<file path="config.mk">
export PLATFORM = sky130hd
export DESIGN_NAME = block_pixel_variance
export DESIGN_NICKNAME = d
export VERILOG_FILES = /design/src/rtl/core/bpv_pkg.sv /design/src/rtl/core/bpv_accum.sv /design/src/rtl/core/bpv_divider.sv /design/src/rtl/core/block_pixel_variance.sv
export SDC_FILE = /design/constraint.sdc
export NUM_CORES = 2
export LEC_CHECK = 0
export ABC_AREA = 0
export BUFFER_PORTS_ARGS = -buffer_cell sky130_fd_sc_hd__clkbuf_2
export CAP_MARGIN = 5
export CORE_ASPECT_RATIO = 0.5
export CORE_MARGIN = 3
export CORE_UTILIZATION = 55
export DETAILED_ROUTE_END_ITERATION = 6
export GPL_TIMING_DRIVEN = 0
export HOLD_SLACK_MARGIN = 0.05
export PLACE_DENSITY_LB_ADDON = 0.1
export SLEW_MARGIN = 5
export SYNTH_ARGS = -nofsm -noshare
export SYNTH_HDL_FRONTEND = slang
export SYNTH_SLANG_ARGS = --single-unit
export TNS_END_PERCENT = 1
</file>
<file path="constraint.sdc">
create_clock -name clock -period 9.9 [get_ports clock]
set_clock_uncertainty 0.15 [all_clocks]
set_input_delay 1.485 -clock clock [delete_from_list [all_inputs] [get_ports clock]]
set_output_delay 1.485 -clock clock [all_outputs]
set_load 0.03 [all_outputs]
</file>
<file path="src/rtl/core/bpv_pkg.sv">
// ----------------------------------------------------------------------------
// bpv_pkg
// Widths, limits and shared types for the block pixel variance engine.
// ----------------------------------------------------------------------------
package bpv_pkg;

   localparam int PIX_W      = 8;
   localparam int PIX_MAX    = (1 << PIX_W) - 1;
   localparam int MAX_PIXELS = 4096;

   // accumulator widths follow from the largest block
   localparam int CNT_W = $clog2(MAX_PIXELS + 1);
   localparam int SUM_W = $clog2(longint'(PIX_MAX) * MAX_PIXELS + 1);
   localparam int SQ_W  = $clog2(longint'(PIX_MAX) * PIX_MAX * MAX_PIXELS + 1);

   // shared multiplier operands: A is the wide side, B the narrow side
   localparam int MUL_A_W = SQ_W;
   localparam int MUL_B_W = SUM_W;
   localparam int PROD_W  = MUL_A_W + MUL_B_W;

   localparam int NUM_W  = CNT_W + SQ_W;
   localparam int DEN_W  = 2 * SUM_W;
   localparam int NSQ_W  = 2 * CNT_W;
   localparam int FRAC_W = 8;
   localparam int DIVD_W = NUM_W + FRAC_W;
   localparam int VAR_W  = 22;
   localparam int QCNT_W = $clog2(VAR_W);

   typedef logic [CNT_W-1:0]  count_type;
   typedef logic [SUM_W-1:0]  sum_type;
   typedef logic [SQ_W-1:0]   square_type;
   typedef logic [VAR_W-1:0]  variance_type;

   typedef struct packed {
      count_type  count;
      sum_type    sum;
      square_type square_sum;
      logic       overflowed;
   } accum_type;

endpackage

</file>
<file path="src/rtl/core/bpv_accum.sv">
// ----------------------------------------------------------------------------
// bpv_accum
// Pixel count, sum and sum of squares for the block in progress.
// ----------------------------------------------------------------------------
module bpv_accum (
   input  logic                 clock,
   input  logic                 reset,
   input  logic                 accept,
   input  logic [7:0]           pixel,
   input  logic                 clear,
   output bpv_pkg::accum_type   acc
);
   import bpv_pkg::*;

   count_type  count_ff, count_in;
   sum_type    sum_ff, sum_in;
   square_type sq_ff, sq_in;
   logic       ovf_ff, ovf_in;
   logic [2*PIX_W-1:0] pix_sq;

   assign pix_sq = pixel * pixel;

   always_comb begin
      count_in = count_ff;
      sum_in   = sum_ff;
      sq_in    = sq_ff;
      ovf_in   = ovf_ff;
      if (clear) begin
         count_in = '0;
         sum_in   = '0;
         sq_in    = '0;
         ovf_in   = 1'b0;
      end else if (accept) begin
         // drop pixels past the block limit and remember it
         if (ovf_ff || (count_ff >= CNT_W'(MAX_PIXELS))) begin
            ovf_in = 1'b1;
         end else begin
            count_in = count_ff + CNT_W'(1);
            sum_in   = sum_ff + SUM_W'(pixel);
            sq_in    = sq_ff + SQ_W'(pix_sq);
         end
      end
   end

   always_ff @(posedge clock) begin
      if (reset) begin
         count_ff <= '0;
         sum_ff   <= '0;
         sq_ff    <= '0;
         ovf_ff   <= 1'b0;
      end else begin
         count_ff <= count_in;
         sum_ff   <= sum_in;
         sq_ff    <= sq_in;
         ovf_ff   <= ovf_in;
      end
   end

   assign acc.count      = count_ff;
   assign acc.sum        = sum_ff;
   assign acc.square_sum = sq_ff;
   assign acc.overflowed = ovf_ff;

endmodule

</file>
<file path="src/rtl/core/bpv_divider.sv">
// ----------------------------------------------------------------------------
// bpv_divider
// Restoring divider, one quotient bit per cycle, VAR_W bits of quotient.
// ----------------------------------------------------------------------------
module bpv_divider (
   input  logic                         clock,
   input  logic                         reset,
   input  logic                         start,
   input  logic [bpv_pkg::DIVD_W-1:0]   dividend,
   input  logic [bpv_pkg::NSQ_W-1:0]    divisor,
   output logic                         done,
   output logic [bpv_pkg::VAR_W-1:0]    quotient
);
   import bpv_pkg::*;

   logic [DIVD_W-1:0] rem_ff, rem_in;
   logic [DIVD_W-1:0] dsh_ff, dsh_in;
   logic [VAR_W-1:0]  q_ff, q_in;
   logic [QCNT_W-1:0] cnt_ff, cnt_in;
   logic              run_ff, run_in;
   logic              done_ff, done_in;
   logic              fits;

   assign fits = (rem_ff >= dsh_ff);

   always_comb begin
      rem_in  = rem_ff;
      dsh_in  = dsh_ff;
      q_in    = q_ff;
      cnt_in  = cnt_ff;
      run_in  = run_ff;
      done_in = 1'b0;
      if (start) begin
         rem_in = dividend;
         // align the divisor with the top quotient bit
         dsh_in = DIVD_W'({divisor, {(VAR_W-1){1'b0}}});
         q_in   = '0;
         cnt_in = QCNT_W'(VAR_W - 1);
         run_in = 1'b1;
      end else if (run_ff) begin
         if (fits) begin
            rem_in = rem_ff - dsh_ff;
         end
         q_in   = {q_ff[VAR_W-2:0], fits};
         dsh_in = dsh_ff >> 1;
         cnt_in = cnt_ff - QCNT_W'(1);
         if (cnt_ff == '0) begin
            run_in  = 1'b0;
            done_in = 1'b1;
         end
      end
   end

   always_ff @(posedge clock) begin
      if (reset) begin
         run_ff  <= 1'b0;
         done_ff <= 1'b0;
         cnt_ff  <= '0;
      end else begin
         run_ff  <= run_in;
         done_ff <= done_in;
         cnt_ff  <= cnt_in;
      end
   end

   always_ff @(posedge clock) begin
      rem_ff <= rem_in;
      dsh_ff <= dsh_in;
      q_ff   <= q_in;
   end

   assign done     = done_ff;
   assign quotient = q_ff;

endmodule

</file>
<file path="src/rtl/core/block_pixel_variance.sv">
// ----------------------------------------------------------------------------
// block_pixel_variance
// Population variance of a streamed pixel block, 8 fraction bits, truncated.
// ----------------------------------------------------------------------------
//  channel   ports                                   handshake
//  request   req_pixel, req_last_pixel               start & !busy
//  response  rsp_variance_q8, rsp_too_many           rsp_strobe, one cycle
//
//  A pixel without the last mark leaves busy low.
//  The last pixel raises busy for three multiplier passes, one compare and the
//  bit-serial divider, then the result is loaded.
//  A zero-variance block drops busy after the compare, an over-limit one after MUL_A.
//  The result beat shows in the cycle busy falls; the receiver cannot stall.
//  Reset clears all accumulators and the sequencer.
// ----------------------------------------------------------------------------
module block_pixel_variance (
   input  logic                         clock,
   input  logic                         reset,
   input  logic                         start,
   output logic                         busy,
   input  logic [7:0]                   req_pixel,
   input  logic                         req_last_pixel,
   output logic                         rsp_strobe,
   output logic [21:0]                  rsp_variance_q8,
   output logic                         rsp_too_many
);
   import bpv_pkg::*;

   localparam logic [2:0] ST_IDLE  = 3'd0;
   localparam logic [2:0] ST_MUL_A = 3'd1;
   localparam logic [2:0] ST_MUL_B = 3'd2;
   localparam logic [2:0] ST_MUL_C = 3'd3;
   localparam logic [2:0] ST_CMP   = 3'd4;
   localparam logic [2:0] ST_DIV   = 3'd5;

   logic [2:0]         state_ff, state_in;
   accum_type          acc;
   logic               accept;
   logic               finish;
   logic               fin_ovf;
   variance_type       fin_var;
   logic [MUL_A_W-1:0] op_a;
   logic [MUL_B_W-1:0] op_b;
   logic [PROD_W-1:0]  prod_ff;
   logic [NUM_W-1:0]   num_ff, num_in;
   logic [DEN_W-1:0]   den_ff, den_in;
   logic [NUM_W-1:0]   diff;
   logic               div_start;
   logic               div_done;
   variance_type       div_q;
   logic               strobe_ff;
   variance_type       var_ff, var_in;
   logic               tm_ff, tm_in;

   assign accept = start && (state_ff == ST_IDLE);
   assign busy   = (state_ff != ST_IDLE);

   bpv_accum u_accum (
      .clock  (clock),
      .reset  (reset),
      .accept (accept),
      .pixel  (req_pixel),
      .clear  (finish),
      .acc    (acc)
   );

   // shared multiplier operand select
   always_comb begin
      op_a = '0;
      op_b = '0;
      unique case (state_ff)
         ST_MUL_A: begin
            op_a = acc.square_sum;
            op_b = MUL_B_W'(acc.count);
         end
         ST_MUL_B: begin
            op_a = MUL_A_W'(acc.sum);
            op_b = acc.sum;
         end
         ST_MUL_C: begin
            op_a = MUL_A_W'(acc.count);
            op_b = MUL_B_W'(acc.count);
         end
         default: begin
            op_a = '0;
            op_b = '0;
         end
      endcase
   end

   always_ff @(posedge clock) begin
      prod_ff <= op_a * op_b;
      num_ff  <= num_in;
      den_ff  <= den_in;
      var_ff  <= var_in;
      tm_ff   <= tm_in;
   end

   assign diff = num_ff - NUM_W'(den_ff);

   bpv_divider u_div (
      .clock    (clock),
      .reset    (reset),
      .start    (div_start),
      .dividend ({diff, {FRAC_W{1'b0}}}),
      .divisor  (prod_ff[NSQ_W-1:0]),
      .done     (div_done),
      .quotient (div_q)
   );

   always_comb begin
      state_in  = state_ff;
      num_in    = num_ff;
      den_in    = den_ff;
      div_start = 1'b0;
      finish    = 1'b0;
      fin_ovf   = 1'b0;
      fin_var   = '0;
      unique case (state_ff)
         ST_IDLE: begin
            if (accept && req_last_pixel) begin
               state_in = ST_MUL_A;
            end
         end
         ST_MUL_A: begin
            if (acc.overflowed) begin
               finish   = 1'b1;
               fin_ovf  = 1'b1;
               state_in = ST_IDLE;
            end else begin
               state_in = ST_MUL_B;
            end
         end
         ST_MUL_B: begin
            num_in   = prod_ff[NUM_W-1:0];
            state_in = ST_MUL_C;
         end
         ST_MUL_C: begin
            den_in   = prod_ff[DEN_W-1:0];
            state_in = ST_CMP;
         end
         ST_CMP: begin
            // a flat block gives zero without the divider
            if (num_ff <= NUM_W'(den_ff)) begin
               finish   = 1'b1;
               state_in = ST_IDLE;
            end else begin
               div_start = 1'b1;
               state_in  = ST_DIV;
            end
         end
         ST_DIV: begin
            if (div_done) begin
               finish   = 1'b1;
               fin_var  = div_q;
               state_in = ST_IDLE;
            end
         end
         default: begin
            state_in = ST_IDLE;
         end
      endcase
   end

   assign var_in = finish ? fin_var : var_ff;
   assign tm_in  = finish ? fin_ovf : tm_ff;

   always_ff @(posedge clock) begin
      if (reset) begin
         state_ff  <= ST_IDLE;
         strobe_ff <= 1'b0;
      end else begin
         state_ff  <= state_in;
         strobe_ff <= finish;
      end
   end

   assign rsp_strobe      = strobe_ff;
   assign rsp_variance_q8 = var_ff;
   assign rsp_too_many    = tm_ff;

endmodule
</file>
==> impl_metrics.ini <==
[outcome]
status = completed

[layout]
postLayoutCellArea_um2 = 38780
layout.filler_cells = 5733
final_net_count = 4823
layout-drive-gt1-share_pct = 6.109
layoutNonFillerInstCount = 4963
final_cell_mix = sky130_fd_sc_hd__inv_1, sky130_fd_sc_hd__fa_1, sky130_fd_sc_hd__nand2_1
most_common_cell_after_layout_fill_and_taps_aside = sky130_fd_sc_hd__inv_1
antenna_cells_inserted = 0
multi_input_area_um2 = 24490
layout-area-overhead-vs-synth_pct = 7.778
register_area_um2 = 8439

[drt]
drcViolationCount = 0
vias_per_inst = 5.653
avgRoutedWirePerCell_um = 21.61
drt_pre_antenna_iters = 6
via_count = 28050
ant_nets = 0
drt-total-wl_um = 107300
drtIter0Drc = 2584

[sta]
final-setup-viol-count = 0
worstMarginPinSlew_ns = 1.150
fmax_mhz = 103.6
setup-tns-final_ns = 0
holdWs_ns = 0.2530
final_min_period_over_clock_period_pct = 97.46
report.final.hold_viol_count = 0
slew_headroom_pct = 23.35
final.setup.worst_slack_ns = 0.2514
grt_setup_unrepaired = true
fin_crit_period_ns = 9.649
timing_max_transition_violations_final = 0

[synthesis]
synth.yosys.seq_area_share_pct = 23.45
ys_types = 90
synth-main-ff-cell = sky130_fd_sc_hd__edfxtp_1
synth_warn = 0
netlist_instances = 3965
synth_top_cell_by_area = sky130_fd_sc_hd__fa_1
synth-async-reset-ratio_pct = 0
post_synth.cell_area_avg_um2 = 9.075
syn-cell-area_um2 = 35980
synth_top_area_share_pct = 27.09
synthTopCellsByArea = sky130_fd_sc_hd__fa_1, sky130_fd_sc_hd__edfxtp_1, sky130_fd_sc_hd__dfxtp_1
ys_seq_elements = 336
synth_edf_count = 171

[cts]
clockRootBuffer = sky130_fd_sc_hd__clkbuf_16
numCtsBuffers = 34
insertion_delay_ns = 0.56
number_of_h_tree_levels = 2
worst_setup_hold_path_clk_slew_ns = 0.07
cts-hold-fix-buffers = 0
cts.sink_count = 336
clock_path_buffers = 3
tritoncts = built
postCtsSetupRepairBufs = 0

[place]
gp_routability_congestion = 1.003
dp.final_hpwl_um = 87500
placedCellCount = 4904
port-buffer-count = 36
dp_slack_ns = -1.018
place_area_um2 = 37480

[power]
worst_ir_drop_vdd_v = 0.0001378
p_leak_nw = 17.71
power_per_cell_area_nw_per_um2 = 104.1

[worst_hold_path]
timing.hold.worst_endpoint = den_ff[36]
holdCritPathClass = reg2reg
min_from = prod_ff[36]
hold_depth = 0

[critical_path]
timing.rr.start = state_ff[1]
critical_path.endpoint_type = register
critPathBufInv = 8
timing_worst_setup_path_type = reg2reg
path_common_cell = sky130_fd_sc_hd__fa_1
r2r-end = prod_ff[40]
cp-start-kind = register
r2r_setup_slack_ns = 0.25
critical_path_required_ns = 10.20
cp_max_fo = 10
worst_path_max_delay_cell = sky130_fd_sc_hd__fa_1
reg2reg_depth = 31
critical_path.top_delay_family = adder cells
crit_arrival_ns = 9.94
timing.critical_path.slowest_cell_delay_ns = 0.62

[global_route]
globalRouteTotalUtil_pct = 31.77
antenna_found_initial = 0
grt_max_degree = 51
first_global_vias = 28510
grt_overflow_total = 0
grt_pass1_wl_um = 167200

[die]
core.rowCount = 65
floorplan.die_area_um2 = 68720
ios = 37
floorplan.initialDensity_pct = 56.36
die_width_um = 367.7
chip_height_um = 186.9
design.core.area_um2 = 63840

[run]
cap_viol_max_count = 0
==> synth_stat cells, types with 9 or more instances <==
library cell               number
sky130_fd_sc_hd__a21o_1        93
sky130_fd_sc_hd__o22ai_1       28
sky130_fd_sc_hd__dfxtp_1      165
sky130_fd_sc_hd__or3_1         16
sky130_fd_sc_hd__mux2i_1       50
sky130_fd_sc_hd__a21oi_2       11
sky130_fd_sc_hd__o21ai_1        9
sky130_fd_sc_hd__a211oi_1      14
sky130_fd_sc_hd__inv_1        684
sky130_fd_sc_hd__buf_6         12
sky130_fd_sc_hd__o21ai_0       91
sky130_fd_sc_hd__xor2_1        60
sky130_fd_sc_hd__nand2_1      480
sky130_fd_sc_hd__nor2_1       433
sky130_fd_sc_hd__o21a_1        18
sky130_fd_sc_hd__edfxtp_1     171
sky130_fd_sc_hd__buf_2         13
sky130_fd_sc_hd__a21oi_1      184
sky130_fd_sc_hd__and3_1        22
sky130_fd_sc_hd__xnor2_1      105
sky130_fd_sc_hd__clkbuf_1     108
sky130_fd_sc_hd__a31oi_1       16
sky130_fd_sc_hd__nand3_1       74
sky130_fd_sc_hd__mux2_2        10
sky130_fd_sc_hd__ha_1         258
sky130_fd_sc_hd__fa_1         487
sky130_fd_sc_hd__and2_1        63
sky130_fd_sc_hd__buf_1         10
sky130_fd_sc_hd__nand4_1       27
sky130_fd_sc_hd__nand2b_1      22
sky130_fd_sc_hd__nor3_1        27
sky130_fd_sc_hd__o21bai_1      23
sky130_fd_sc_hd__nor2b_1       29
==> worst reg2reg max path: cells and delay by family (launching register included) <==
family | cells | cell delay, ns
simple gates | 8 | 1.84
compound gates | 6 | 1.68
fa+ha+maj | 8 | 4.05
buf+inv | 8 | 1.28
flops | 1 | 0.31
xor+xnor | 1 | 0.20
==> layout make-up <==
class,count,share of cell area (%)
clock inverters,18,0.4452
flip-flops and latches,336,21.76
multi-input cells,2818,63.15
repair buffers,43,0.7259
inverters,685,6.640
well taps,871,2.810
plain buffers,148,1.939
clock buffers,44,2.533
==> flip-flops by register name, indices dropped and copies added, names as in the netlist, 3 cells and up <==
signal and cells:
u_accum.count_ff 13, prod_ff 41, u_div.quotient 22, u_div.rem_ff 49, den_ff 40, num_ff 41
u_accum.sum_ff 20, rsp_variance_q8 22, u_div.dsh_ff 47, state_ff 3, u_div.cnt_ff 5, u_accum.sq_ff 28
==> worst max-delay path by stage <==
stage                start     endpoint  cells after the start
2_1_floorplan  state_ff[1]  prod_ff[40]                     29
3_3_place_gp   state_ff[0]  prod_ff[37]                     28
3_5_place_dp   state_ff[0]  prod_ff[39]                     28
4_1_cts        state_ff[1]  prod_ff[40]                     29
5_1_grt        state_ff[1]  prod_ff[40]                     31
6_report       state_ff[1]  prod_ff[40]                     31
==> per-stage QoR <==
stage / utilization (%) / power (W)
finish: 60.75 / 0.004037
global route: 60.75 / 0.004272
CTS: 60.59 / 0.004038
detailed placement: 58.70 / 0.002682
global placement: 58.50 / 0.002656
floorplan: - / 0.002353
==> kinds of logic after synthesis <==
kind of cell / count (synthesis) / synth area share [%]
xor+xnor: 165 / 4.016
simple gates: 1242 / 15.12
mux: 60 / 1.704
buf+inv: 837 / 9.141
flops: 336 / 23.45
fa+ha+maj: 745 / 36.07
other cells: 2 / 0.02087
compound gates: 578 / 10.48
==> report_power, final <==
| group | total (W) | switching (W) | internal (W) |
|---|---|---|---|
| registers | 0.00156 | 0.0000529 | 0.00151 |
| clock network | 0.00135 | 0.000588 | 0.000766 |
| logic | 0.00112 | 0.000679 | 0.000440 |
==> repair_timing <==
item / 4_1_cts / 5_1_grt
setup endpoints to repair: 14 / 8
gates resized for setup: 18 / 64
endpoints found under the hold margin: 0 / 0
==> layer usage <==
metal / part of all wire [%] / vias to the layer above / track usage, %
met1: 44 / 13890 / 45.91
met3: 9.1 / 197 / 6.446
met5: 0 / - / 0
li1: - / 12850 / -
met2: 43 / 1118 / 48.40
met4: 3.9 / 0 / 9.744
Note: power is estimated with default switching activity, not from simulation.
